<file path="config.mk">
export PLATFORM = sky130hd
export DESIGN_NAME = keyed_priority_fifo_unit
export DESIGN_NICKNAME = d
export VERILOG_FILES = /design/src/rtl/kpf_pkg.sv /design/src/rtl/keyed_priority_fifo_unit.sv /design/src/rtl/kpf_ram.sv /design/src/rtl/kpf_datapath.sv /design/src/rtl/kpf_ctrl.sv
export SDC_FILE = /design/constraint.sdc
export NUM_CORES = 1
export LEC_CHECK = 0
export BUFFER_PORTS_ARGS = -buffer_cell sky130_fd_sc_hd__buf_2
export CAP_MARGIN = 20
export CORE_MARGIN = 1
export CORE_UTILIZATION = 55
export DETAILED_ROUTE_END_ITERATION = 10
export GPL_TIMING_DRIVEN = 0
export MAX_ROUTING_LAYER = met4
export PLACE_DENSITY_LB_ADDON = 0.2
export RECOVER_POWER = 50
export SYNTH_ARGS = -nofsm -noshare
export SYNTH_HDL_FRONTEND = slang
export SYNTH_HIERARCHICAL = 1
export SYNTH_SLANG_ARGS = --single-unit
</file>
<file path="constraint.sdc">
create_clock -name i_clk -period 11.83 [get_ports i_clk]
set_input_delay 1.183 -clock i_clk [delete_from_list [all_inputs] [get_ports i_clk]]
set_output_delay 1.183 -clock i_clk [all_outputs]
set_load 0.01 [all_outputs]
</file>
<file path="src/rtl/kpf_pkg.sv">
`timescale 1ns / 1ps
`default_nettype none

package kpf_pkg;

    localparam int unsigned ID_W  = 32;
    localparam int unsigned CMD_W = 2;
    localparam int unsigned ST_W  = 2;
    localparam int unsigned POS_W = 5;

    // command codes
    localparam logic [CMD_W-1:0] CMD_ADD      = 2'd0;
    localparam logic [CMD_W-1:0] CMD_SERVE    = 2'd1;
    localparam logic [CMD_W-1:0] CMD_SERVE_PR = 2'd2;
    localparam logic [CMD_W-1:0] CMD_REMOVE   = 2'd3;

    // status codes
    localparam logic [ST_W-1:0] ST_OK   = 2'd0;
    localparam logic [ST_W-1:0] ST_DUP  = 2'd1;
    localparam logic [ST_W-1:0] ST_NONE = 2'd2;
    localparam logic [ST_W-1:0] ST_FULL = 2'd3;

    // input beat
    typedef struct packed {
        logic [CMD_W-1:0] cmd;
        logic [ID_W-1:0]  ident;
        logic             flag;
    } t_in_beat;

    // output beat
    typedef struct packed {
        logic [ST_W-1:0]  status;
        logic [ID_W-1:0]  removed_ident;
        logic [POS_W-1:0] position;
    } t_out_beat;

    // controller to datapath commands
    typedef struct packed {
        logic start;
        logic scan;
        logic shift;
        logic append;
        logic remove_done;
        logic set_dup;
        logic set_none;
        logic set_full;
        logic load_out;
    } t_ctl;

    // datapath to controller status
    typedef struct packed {
        logic found;
        logic not_found;
        logic shift_done;
        logic is_add;
        logic full;
    } t_sts;

endpackage

`default_nettype wire

</file>
<file path="src/rtl/keyed_priority_fifo_unit.sv">
// channel   direction   handshake                 beat
// in        to block    i_in_valid / o_in_ready   cmd, ident, flag
// out       from block  o_out_valid / i_out_ready status, removed_ident, position
//
// one command at a time; how long a command takes is set by the
// single read port of the entry RAM (scan one entry a cycle, then shift the tail down)
// serve head finds its entry at once and spends its time closing the gap
// synchronous active-low reset empties the queue; no clearing pass of the RAM
// a waiting result holds in the output register; the next command is taken meanwhile
`timescale 1ns / 1ps
`default_nettype none

module keyed_priority_fifo_unit #(
    parameter int unsigned DEPTH = 16
) (
    input  wire logic               i_clk,
    input  wire logic               i_rst_n,
    input  wire logic               i_in_valid,
    output logic                    o_in_ready,
    input  wire kpf_pkg::t_in_beat  i_in_data,
    output logic                    o_out_valid,
    input  wire logic               i_out_ready,
    output kpf_pkg::t_out_beat      o_out_data
);

    import kpf_pkg::*;

    t_ctl ctl;
    t_sts sts;

    // sequencer
    kpf_ctrl u_ctrl (
        .i_clk      (i_clk),
        .i_rst_n    (i_rst_n),
        .i_in_valid (i_in_valid),
        .o_in_ready (o_in_ready),
        .o_out_valid(o_out_valid),
        .i_out_ready(i_out_ready),
        .i_sts      (sts),
        .o_ctl      (ctl)
    );

    // queue store and pointers
    kpf_datapath #(
        .DEPTH(DEPTH)
    ) u_dp (
        .i_clk     (i_clk),
        .i_rst_n   (i_rst_n),
        .i_in_data (i_in_data),
        .i_ctl     (ctl),
        .o_sts     (sts),
        .o_out_data(o_out_data)
    );

endmodule

`default_nettype wire

</file>
<file path="src/rtl/kpf_ram.sv">
`timescale 1ns / 1ps
`default_nettype none

module kpf_ram #(
    parameter int unsigned WIDTH = 8,
    parameter int unsigned DEPTH = 16
) (
    input  wire logic                     i_clk,
    input  wire logic                     i_wr_en,
    input  wire logic [$clog2(DEPTH)-1:0] i_wr_addr,
    input  wire logic [WIDTH-1:0]         i_wr_data,
    input  wire logic                     i_rd_en,
    input  wire logic [$clog2(DEPTH)-1:0] i_rd_addr,
    output logic      [WIDTH-1:0]         o_rd_data
);

    logic [WIDTH-1:0] r_mem [DEPTH];

    // one write port, one registered read port
    always_ff @(posedge i_clk) begin
        if (i_wr_en) begin
            r_mem[i_wr_addr] <= i_wr_data;
        end
        if (i_rd_en) begin
            o_rd_data <= r_mem[i_rd_addr];
        end
    end

endmodule

`default_nettype wire

</file>
<file path="src/rtl/kpf_datapath.sv">
`timescale 1ns / 1ps
`default_nettype none

module kpf_datapath #(
    parameter int unsigned DEPTH = 16
) (
    input  wire logic              i_clk,
    input  wire logic              i_rst_n,
    input  wire kpf_pkg::t_in_beat i_in_data,
    input  wire kpf_pkg::t_ctl     i_ctl,
    output kpf_pkg::t_sts          o_sts,
    output kpf_pkg::t_out_beat     o_out_data
);

    import kpf_pkg::*;

    localparam int unsigned AW = $clog2(DEPTH);
    localparam int unsigned CW = $clog2(DEPTH + 1);
    localparam int unsigned EW = ID_W + 1;

    // captured command
    logic [CMD_W-1:0] r_cmd;
    logic [ID_W-1:0]  r_id;
    logic             r_flag;

    // queue length and scan pointers
    logic [CW-1:0] r_count;
    logic [CW-1:0] r_rd;
    logic [CW-1:0] r_wr;
    logic          r_pend;

    // result staging and output register
    logic [ID_W-1:0] r_rem;
    t_out_beat       r_res;
    t_out_beat       r_out;

    logic            issue;
    logic            match;
    logic            hit;
    logic [EW-1:0]   rd_data;
    logic            wr_en;
    logic [AW-1:0]   wr_addr;
    logic [EW-1:0]   wr_data;
    logic [31:0]     len_next;

    // entry store: flag above identifier
    kpf_ram #(
        .WIDTH(EW),
        .DEPTH(DEPTH)
    ) u_ram (
        .i_clk    (i_clk),
        .i_wr_en  (wr_en),
        .i_wr_addr(wr_addr),
        .i_wr_data(wr_data),
        .i_rd_en  (issue),
        .i_rd_addr(r_rd[AW-1:0]),
        .o_rd_data(rd_data)
    );

    // one read a cycle while walking the queue
    assign issue = (i_ctl.scan | i_ctl.shift) & (r_rd < r_count);

    // match test on the entry that came back
    always_comb begin
        case (r_cmd)
            CMD_SERVE:    match = 1'b1;
            CMD_SERVE_PR: match = rd_data[ID_W];
            default:      match = (rd_data[ID_W-1:0] == r_id);
        endcase
    end

    assign hit = r_pend & match;

    // moved entry goes one slot down, append writes the tail
    assign wr_en   = (i_ctl.shift & r_pend) | i_ctl.append;
    assign wr_addr = i_ctl.append ? r_count[AW-1:0] : r_wr[AW-1:0];
    assign wr_data = i_ctl.append ? {r_flag, r_id} : rd_data;

    assign len_next = 32'(r_count) + 32'd1;

    // status toward the controller
    assign o_sts.found      = hit;
    assign o_sts.not_found  = !hit && (r_rd == r_count);
    assign o_sts.shift_done = (r_rd == r_count) && !r_pend;
    assign o_sts.is_add     = (r_cmd == CMD_ADD);
    assign o_sts.full       = (r_count == CW'(DEPTH));

    // pointers and length
    always_ff @(posedge i_clk) begin
        if (!i_rst_n) begin
            r_count <= '0;
            r_rd    <= '0;
            r_wr    <= '0;
            r_pend  <= 1'b0;
        end else begin
            if (i_ctl.start) begin
                r_rd   <= '0;
                r_pend <= 1'b0;
            end else if (i_ctl.scan || i_ctl.shift) begin
                r_rd   <= r_rd + CW'(issue);
                r_pend <= issue;
                if (i_ctl.scan && hit) begin
                    r_wr <= r_rd - CW'(1);
                end else if (i_ctl.shift && r_pend) begin
                    r_wr <= r_wr + CW'(1);
                end
            end
            if (i_ctl.append) begin
                r_count <= r_count + CW'(1);
            end else if (i_ctl.remove_done) begin
                r_count <= r_count - CW'(1);
            end
        end
    end

    // command capture, result staging, output beat
    always_ff @(posedge i_clk) begin
        if (i_ctl.start) begin
            r_cmd  <= i_in_data.cmd;
            r_id   <= i_in_data.ident;
            r_flag <= i_in_data.flag;
        end
        if (i_ctl.scan && hit) begin
            r_rem <= rd_data[ID_W-1:0];
        end
        if (i_ctl.set_dup) begin
            r_res <= '{status: ST_DUP, removed_ident: '0, position: '0};
        end else if (i_ctl.set_none) begin
            r_res <= '{status: ST_NONE, removed_ident: '0, position: '0};
        end else if (i_ctl.set_full) begin
            r_res <= '{status: ST_FULL, removed_ident: '0, position: '0};
        end else if (i_ctl.append) begin
            r_res <= '{status: ST_OK, removed_ident: '0, position: len_next[POS_W-1:0]};
        end else if (i_ctl.remove_done) begin
            r_res <= '{status: ST_OK, removed_ident: r_rem, position: '0};
        end
        if (i_ctl.load_out) begin
            r_out <= r_res;
        end
    end

    assign o_out_data = r_out;

endmodule

`default_nettype wire

</file>
<file path="src/rtl/kpf_ctrl.sv">
`timescale 1ns / 1ps
`default_nettype none

module kpf_ctrl (
    input  wire logic          i_clk,
    input  wire logic          i_rst_n,
    input  wire logic          i_in_valid,
    output logic               o_in_ready,
    output logic               o_out_valid,
    input  wire logic          i_out_ready,
    input  wire kpf_pkg::t_sts i_sts,
    output kpf_pkg::t_ctl      o_ctl
);

    import kpf_pkg::*;

    typedef enum logic [4:0] {
        S_IDLE   = 5'b00001,
        S_SCAN   = 5'b00010,
        S_SHIFT  = 5'b00100,
        S_APPEND = 5'b01000,
        S_FIN    = 5'b10000
    } t_state;

    t_state r_state;
    t_state n_state;
    logic   r_out_valid;
    logic   n_out_valid;

    // sequencing of one command
    always_comb begin
        n_state = r_state;
        o_ctl   = '0;
        case (r_state)
            S_IDLE: begin
                if (i_in_valid) begin
                    o_ctl.start = 1'b1;
                    n_state     = S_SCAN;
                end
            end
            S_SCAN: begin
                o_ctl.scan = 1'b1;
                if (i_sts.found) begin
                    if (i_sts.is_add) begin
                        o_ctl.set_dup = 1'b1;
                        n_state       = S_FIN;
                    end else begin
                        n_state = S_SHIFT;
                    end
                end else if (i_sts.not_found) begin
                    if (!i_sts.is_add) begin
                        o_ctl.set_none = 1'b1;
                        n_state        = S_FIN;
                    end else if (i_sts.full) begin
                        o_ctl.set_full = 1'b1;
                        n_state        = S_FIN;
                    end else begin
                        n_state = S_APPEND;
                    end
                end
            end
            S_SHIFT: begin
                o_ctl.shift = 1'b1;
                if (i_sts.shift_done) begin
                    o_ctl.remove_done = 1'b1;
                    n_state           = S_FIN;
                end
            end
            S_APPEND: begin
                o_ctl.append = 1'b1;
                n_state      = S_FIN;
            end
            S_FIN: begin
                if (!r_out_valid || i_out_ready) begin
                    o_ctl.load_out = 1'b1;
                    n_state        = S_IDLE;
                end
            end
            default: begin
                n_state = S_IDLE;
            end
        endcase
    end

    // output register occupancy
    assign n_out_valid = o_ctl.load_out || (r_out_valid && !i_out_ready);

    always_ff @(posedge i_clk) begin
        if (!i_rst_n) begin
            r_state     <= S_IDLE;
            r_out_valid <= 1'b0;
        end else begin
            r_state     <= n_state;
            r_out_valid <= n_out_valid;
        end
    end

    assign o_in_ready  = (r_state == S_IDLE);
    assign o_out_valid = r_out_valid;

endmodule

`default_nettype wire

</file>
==> out/summary.txt, run 1 <==
========================================================================================================
Post-Synthesis Net Count                                                                            1430
CTS H-Tree Depth                                                                                       3
Largest net degree at the start of global routing                                                     27
FP Rows                                                                                               82
Detailed-route DRC error count                                                                         0
Number of synthesized register bits                                                                  727
Sequential share of power                                                                          55.1%
Total clock buffers created by CTS                                                                    73
Weighted congestion at the end of routability-driven global placement                              0.798
Post-route cell area                                                                        0.0319 sq mm
Post-detail-place hpwl                                                                           41.2 mm
Placeable Area                                                                              0.0501 sq mm
Die outline width                                                                                 227 um
Kind of critical path                                                                         reg -> reg
Clock root buffer                                                                           sky130_fd_sc_hd__clkbuf_16
Critical path capture point type                                                                register
Number of enable-type register cells in the synthesized netlist                                      667
Number of buffers added to fix hold violations after cts                                               0
Largest area contributor in the netlist                                                     sky130_fd_sc_hd__edfxtp_1
WHS Path Cells                                                                                         0
Ys flop type                                                                                sky130_fd_sc_hd__edfxtp_1
DR iter-0 viols                                                                                     1727
RSZ-0062 raised after global routing                                                               false
Endpoint with the worst hold slack                                                          u_dp/o_out_data[0]$_DFFE_PP_
Violated checks                                                                             capacitance limit, slew limit
Synth Area per Inst                                                                           20.2 sq um
Max Root-Sink Buffers                                                                                  3
Final count of hold timing violations                                                                  0
TritonCTS clock tree                                                                               built
Worst EP required                                                                               12.14 ns
Die boundary height                                                                               227 um
Number of cells on the worst reg-to-reg path                                                           9
Number of warnings reported in the yosys synthesis log                                                 6
First-pass DRT Iterations                                                                              5
Area growth from synthesis to layout                                                               14.5%
Total GRT Usage                                                                                    27.1%
Sum of routed wire length over all layers                                                        65.4 mm
Status                                                                                      finished with violations
Final critical delay including setup and external delays                                         4.80 ns
Fraction of registers with async set/reset                                                            0%
Number of top-level design ports                                                                      80
Reg-to-reg slack, setup                                                                          7.03 ns
DIE AREA                                                                                    0.0515 sq mm
Cell area reported after detailed placement                                                 0.0298 sq mm
Insertion delay to the later sink of the worst-skew pair                                         0.61 ns
Slew at the pin closest to its max-slew limit                                                    1.98 ns
Switching pwr                                                                                 0.000986 W
Cells taking the most area after synthesis                                                  sky130_fd_sc_hd__edfxtp_1 72%, sky130_fd_sc_hd__mux4_2 9.1%, sky130_fd_sc_hd__dfxtp_1 4.3%
Pleak                                                                                            10.1 nW
Post-route worst hold slack                                                                     0.424 ns
Worst IR drop on VDD                                                                            0.114 mV
Clock network fraction of design power                                                             43.8%
Post-route clock skew                                                                          0.0204 ns
CP arrival                                                                                       5.11 ns
Cell variety after synth                                                                              57
Antenna violations before repair                                                                       2
Classification of the worst-slack hold path                                                   reg -> reg
Post-route ant nets                                                                                    0
Max-slew headroom                                                                                 -32.2%
Wire per inst                                                                                    28.4 um
Post-CTS clock slew at the launch and capture registers of the worst setup and hold paths        0.06 ns
Vias/cell                                                                                           6.17
Overall Power                                                                                  0.00507 W
Final worst path period share                                                                      40.6%
Area fraction of the dominant cell type after synthesis                                            72.0%
Category of the worst setup path launch point                                                   register
Highest achievable clock rate                                                                    208 MHz
Clk sink count                                                                                       727
Start point of the worst min-delay path                                                     u_dp/r_res[0]$_SDFFE_PP0P_
Startpoint of the worst-slack reg-to-reg timing path                                        u_ctrl/r_state[4]$_SDFFE_PN0P_
First-pass GRT wire length                                                                       93.8 mm
Share of total power in combinational logic                                                         1.0%
Post-synthesis sequential area ratio                                                               76.3%
Cell count after synthesis                                                                          1376
Setup Total Neg Slack                                                                               0 ns
Number of post-CTS setup repair buffers                                                                0
Vias in the first global route                                                                     14000
Global route total overflow                                                                            0
Port bufs                                                                                             79
Proportion of layout cells with a drive suffix above 1                                             20.4%
Count of endpoints failing setup in the final report                                                   0
Maxcap violations                                                                                      4
Net count, final                                                                                    1627
Capturing point of the worst reg2reg path                                                   u_dp/u_ram/o_rd_data[13]$_DFFE_PP_
Count leader, synth                                                                         sky130_fd_sc_hd__edfxtp_1
Switching power share of the total                                                                 19.5%
Most frequent cells after synthesis                                                         667 x sky130_fd_sc_hd__edfxtp_1, 113 x sky130_fd_sc_hd__mux4_2, 66 x sky130_fd_sc_hd__a22oi_1, 66 x sky130_fd_sc_hd__nor2_1, 60 x sky130_fd_sc_hd__dfxtp_1
Power density of the placed cells                                                            159 mW/mm^2
DR vias                                                                                            14200
Initial cell density of the core                                                                   55.6%
Number of gates resized after cts                                                                      0
Internal power of the cells                                                                    0.00408 W
Biggest fanout along the worst timing path                                                             7
Final max-slew violation count                                                                        75
Area of the mapped netlist                                                                  0.0278 sq mm
========================================================================================================
## worst max path at each step
stage | startpoint | endpoint | slack, ns | depth (start not counted)
after floorplan | u_ctrl/r_state[4]$_SDFFE_PN0P_ | u_dp/r_rd[4]$_SDFFE_PP0P_ | 3.60 | 10
after global placement | u_ctrl/r_state[4]$_SDFFE_PN0P_ | u_dp/r_rd[4]$_SDFFE_PP0P_ | -5.76 | 10
after detailed placement | u_dp/u_ram/o_rd_data[11]$_DFFE_PP_ | u_dp/r_res[19]$_SDFFE_PP0P_ | 7.28 | 12
after CTS | u_dp/u_ram/o_rd_data[11]$_DFFE_PP_ | u_dp/r_res[19]$_SDFFE_PP0P_ | 7.26 | 12
after global routing | u_ctrl/r_state[4]$_SDFFE_PN0P_ | u_dp/u_ram/o_rd_data[11]$_DFFE_PP_ | 6.82 | 9
final | u_ctrl/r_state[4]$_SDFFE_PN0P_ | u_dp/u_ram/o_rd_data[13]$_DFFE_PP_ | 7.03 | 9
## power by group through the flow
stage	clock, W	sequential (W)	combinational (W)
detailed placement	0	0.00285	0.0000551
global route	0.00235	0.00279	0.0000563
CTS	0.00225	0.00279	0.0000556
floorplan	0	0.00284	0.0000268
finish	0.00222	0.00279	0.0000519
global placement	0	0.00285	0.0000519
## cell type report
cell class              count  area (sq um)
diodes                      1          2.50
plain buffers              64           389
clock buffers              97          2050
clock inverters            34           251
fillers                  3505         18200
inverters                  15          56.3
multi-input cells         570          6220
flip-flops and latches    727         21200
well taps                 672           841
repair buffers            122           822
## kinds of logic after synthesis
logic type	Yosys count	synth area share, %
and+or+nand+nor	196	3.35
buffers and inverters	79	1.62
adders and majority gates	15	0.675
muxes	203	13.7
DFF	727	76.3
xor gates and xnor gates	44	1.39
AOI/OAI and AO/OA	112	3.00
## per-stage QoR
stage	setup slack [ns]	util, %	std cells
floorplan	3.60	-	1376
global placement	-5.76	58.0	2127
detailed placement	7.28	59.4	2170
CTS	7.26	64.0	2301
global route	6.82	63.6	2301
finish	7.03	63.6	2302
## sequential cells by signal, summed over array words and instances (netlist names)
| register | cells |
|---|---|
| u_dp/u_ram/r_mem | 528 |
| u_dp/o_out_data | 39 |
| u_dp/r_res | 39 |
| u_dp/u_ram/o_rd_data | 33 |
| u_dp/r_id | 32 |
| u_dp/r_rem | 32 |
| u_ctrl/r_state | 5 |
| u_dp/r_count | 5 |
| u_dp/r_rd | 5 |
| u_dp/r_wr | 4 |
| u_dp/r_cmd | 2 |
| u_ctrl/o_out_valid | 1 |
| u_dp/r_flag | 1 |
| u_dp/r_pend | 1 |
## layout by cell type, fill, tap and decap left out, types with 19 or more instances in the layout
cell,Yosys,final
sky130_fd_sc_hd__a22oi_1,66,66
sky130_fd_sc_hd__buf_2,12,44
sky130_fd_sc_hd__clkbuf_1,34,111
sky130_fd_sc_hd__clkbuf_16,0,75
sky130_fd_sc_hd__dfxtp_1,60,60
sky130_fd_sc_hd__edfxtp_1,667,667
sky130_fd_sc_hd__mux2_1,0,25
sky130_fd_sc_hd__mux2i_1,33,33
sky130_fd_sc_hd__mux4_1,19,19
sky130_fd_sc_hd__mux4_2,113,113
sky130_fd_sc_hd__nand2_1,59,59
sky130_fd_sc_hd__nor2_1,66,54
sky130_fd_sc_hd__xor2_1,36,36
## critical path: stages, from the launching register on
cell and delay [ns]:
sky130_fd_sc_hd__dfxtp_1 0.36, sky130_fd_sc_hd__or2_1 0.24, sky130_fd_sc_hd__clkbuf_1 0.16, sky130_fd_sc_hd__nor4b_1 0.82, sky130_fd_sc_hd__nor2_1 0.20, sky130_fd_sc_hd__a2111oi_0 1.30
sky130_fd_sc_hd__clkbuf_1 0.43, sky130_fd_sc_hd__clkbuf_1 0.44, sky130_fd_sc_hd__clkbuf_1 0.31, sky130_fd_sc_hd__buf_4 0.23
## layer usage
layer	track usage [%]	vias to the layer above	wire length, um
met5	-	-	0
met4	8.74	0	1770
met3	5.52	116	5380
met2	41.3	680	31500
met1	37.1	7410	26700
li1	-	5998	-
Power figures use the tool's default switching activity.
==> run 2: changes to the inputs <==
- clock period: 11.83 -> 4.5 ns (I/O delays scaled with it)
==> out/summary.txt, run 2 (synthesis results as in run 1) <==
========================================================================================================
Final count of hold timing violations                                                                  0   unchanged
Maxcap violations                                                                                      4   unchanged
Max Root-Sink Buffers                                                                                  3   unchanged
Flip-flop count of the largest register, all copies and words added                                  528   unchanged
Status                                                                                      finished with violations
DR iter-0 viols                                                                                     1458   -16%
Final max-slew violation count                                                                        70   -6.7%
Switching power share of the total                                                                 19.4%   -0.047 points
Initial cell density of the core                                                                   55.6%   unchanged
Classification of the worst-slack hold path                                                    in -> reg
Total clock buffers created by CTS                                                                    74   +1.4%
Port bufs                                                                                             79   unchanged
Filler-free cell count of the finished design                                                       2339   +1.6%
Global route total overflow                                                                            0   unchanged
Clock network fraction of design power                                                             45.2%   +1.4 points
Critical Path, Cell by Cell                                                                 or2_1 -> clkbuf_1 -> nor4b_1 -> clkbuf_1 -> clkbuf_1 -> mux2_2 -> or3b_2 -> nor2_4 -> buf_12
Net count, final                                                                                    1658   +1.9%
Placeable Area                                                                              0.0501 sq mm   unchanged
Kind of critical path                                                                         reg -> reg
Share of total power in combinational logic                                                         1.2%   +0.2 points
Final critical delay including setup and external delays                                         4.26 ns   -0.535 ns
Worst IR drop on VDD                                                                            0.349 mV   +210%
CP max-delay cell                                                                           sky130_fd_sc_hd__clkbuf_1
Register name with the most flops                                                           u_dp/u_ram/r_mem
DR vias                                                                                            14100   -0.51%
Setup WS post-layout                                                                            0.236 ns   -6.79 ns
Sum of routed wire length over all layers                                                        64.0 mm   -2.2%
Worst EP required                                                                                4.81 ns   -7.33 ns
Weighted congestion at the end of routability-driven global placement                              0.819   +2.7%
Library cell appearing most often on the critical path                                      sky130_fd_sc_hd__clkbuf_1
Vias/cell                                                                                           6.04   -2.1%
Max-slew headroom                                                                                 -30.6%   +1.6 points
Worst-case setup slack after placement                                                         -0.160 ns   -7.44 ns
Category of the worst setup path launch point                                                   register
Violated checks                                                                             capacitance limit, slew limit
Slew at the pin closest to its max-slew limit                                                    1.96 ns   -0.0276 ns
RSZ-0062 raised after global routing                                                               false
Post-CTS clock slew at the launch and capture registers of the worst setup and hold paths        0.06 ns   about the same
Antenna violations before repair                                                                       2   unchanged
Number of cells in the design after placement                                                       2160   -0.46%
Biggest fanout along the worst timing path                                                            18   +11
Sequential share of power                                                                          53.6%   -1.5 points
Proportion of layout cells with a drive suffix above 1                                             21.2%   +0.82 points
Clk sink count                                                                                       727   unchanged
CP arrival                                                                                       4.57 ns   -0.54 ns
Commonest cells after routing, fill and taps aside                                          667 x sky130_fd_sc_hd__edfxtp_1, 113 x sky130_fd_sc_hd__mux4_2, 99 x sky130_fd_sc_hd__clkbuf_1
Share of the core filled with cells                                                                65.0%   +1.3 points
Wire per inst                                                                                    27.3 um   -3.7%
Post-route ant nets                                                                                    0   unchanged
Critical path capture point type                                                                register
Clock root buffer                                                                           sky130_fd_sc_hd__clkbuf_16
Power density of the placed cells                                                            422 mW/mm^2   +160%
Largest net degree at the start of global routing                                                     28   +3.7%
Highest achievable clock rate                                                                    235 MHz   +13%
Die outline width                                                                                 227 um   unchanged
TritonCTS clock tree                                                                               built
DIE AREA                                                                                    0.0515 sq mm   unchanged
Maximum cell stage delay along the critical path                                                 0.62 ns   -0.68 ns
Filler instances                                                                                    3450   -1.6%
Final worst path period share                                                                      94.8%   +54 points
Post-route clock skew                                                                          0.0210 ns   +0.000626 ns
Count of endpoints failing setup in the final report                                                   0   unchanged
Internal power of the cells                                                                     0.0110 W   +170%
Post-detail-place hpwl                                                                           40.6 mm   -1.4%
First-pass DRT Iterations                                                                              7   +2
FP Rows                                                                                               82   unchanged
CTS H-Tree Depth                                                                                       3   unchanged
Pleak                                                                                            10.3 nW   +2.6%
Number of top-level design ports                                                                      80   unchanged
Switching pwr                                                                                  0.00266 W   +170%
Vias in the first global route                                                                     14500   +3.6%
Commonest non-fill, non-tap cell in the layout                                              sky130_fd_sc_hd__edfxtp_1
Detailed-route DRC error count                                                                         0   unchanged
Insertion delay to the later sink of the worst-skew pair                                         0.62 ns   about the same
First-pass GRT wire length                                                                       94.5 mm   +0.69%
Die boundary height                                                                               227 um   unchanged
Total GRT Usage                                                                                    26.9%   -0.23 points
Area growth from synthesis to layout                                                               16.9%
========================================================================================================
-- run 2: layer usage --
layer | wire length, um | GRT usage [%]
met4 | 1450 | 7.91
met3 | 4570 | 4.82
met1 | 26000 | 35.6
met2 | 32000 | 43.1
met5 | 0 | -
-- run 2: final timing paths --
| kind | startpoint | end | slack, ns | cells past startpoint |
|---|---|---|---|---|
| min | i_rst_n | u_ctrl/r_state[0]$_SDFFE_PN1P_ | 0.11 | 2 |
| min reg2reg | u_dp/r_res[35]$_SDFFE_PP0P_ | u_dp/o_out_data[35]$_DFFE_PP_ | 0.43 | 0 |
| max | u_ctrl/r_state[4]$_SDFFE_PN0P_ | u_dp/u_ram/r_mem[3][18]$_DFFE_PP_ | 0.24 | 9 |
| max reg2reg | u_ctrl/r_state[4]$_SDFFE_PN0P_ | u_dp/u_ram/r_mem[3][18]$_DFFE_PP_ | 0.24 | 9 |
-- run 2: worst max-delay path: cells and delay by family (launching register included) --
kind | cells | cell delay (ns)
simple gates | 4 | 1.77
buf+inv | 4 | 1.37
mux | 1 | 0.45
flops | 1 | 0.35
-- run 2: repair_timing --
action | CTS | global route
buffers inserted | 0 | 5
pin swaps | 1 | 4
hold endpoints to repair | 35 | 0
resized for setup | 1 | 3
hold buffers | 35 | 0
endpoints found under the setup margin | 12 | 82
-- run 2: final cells by class --
class	instances	area (sq um)	area share, %
Antenna cell	2	5.00	0.0154
Multi-Input combinational cell	570	6270	19.3
Clock buffer	90	1940	5.97
Buffer	64	390	1.20
Timing Repair Buffer	152	1270	3.91
Sequential cell	727	21200	65.3
Inverter	15	56.3	0.173
Clock inverter	47	512	1.57
Tap cell	672	841	2.59
-- run 2: through the flow --
step	instance area [sq um]	TNS, ns	total power, W	hold WS [ns]
global route	32500	0	0.0141	0.102
floorplan	27900	0	0.00755	0.400
detailed placement	29800	-1.27	0.00763	0.415
global placement	29100	-1002.77	0.00763	0.411
CTS	32600	0	0.0138	0.0759
finish	32500	0	0.0137	0.105
-- run 2: power by group through the flow --
stage	logic (W)	clock network (W)	registers, W
2_1_floorplan	0.0000707	0	0.00748
3_3_place_gp	0.000135	0	0.00749
3_5_place_dp	0.000143	0	0.00749
4_1_cts	0.000167	0.00631	0.00735
5_1_grt	0.000175	0.00658	0.00735
6_report	0.000160	0.00620	0.00735
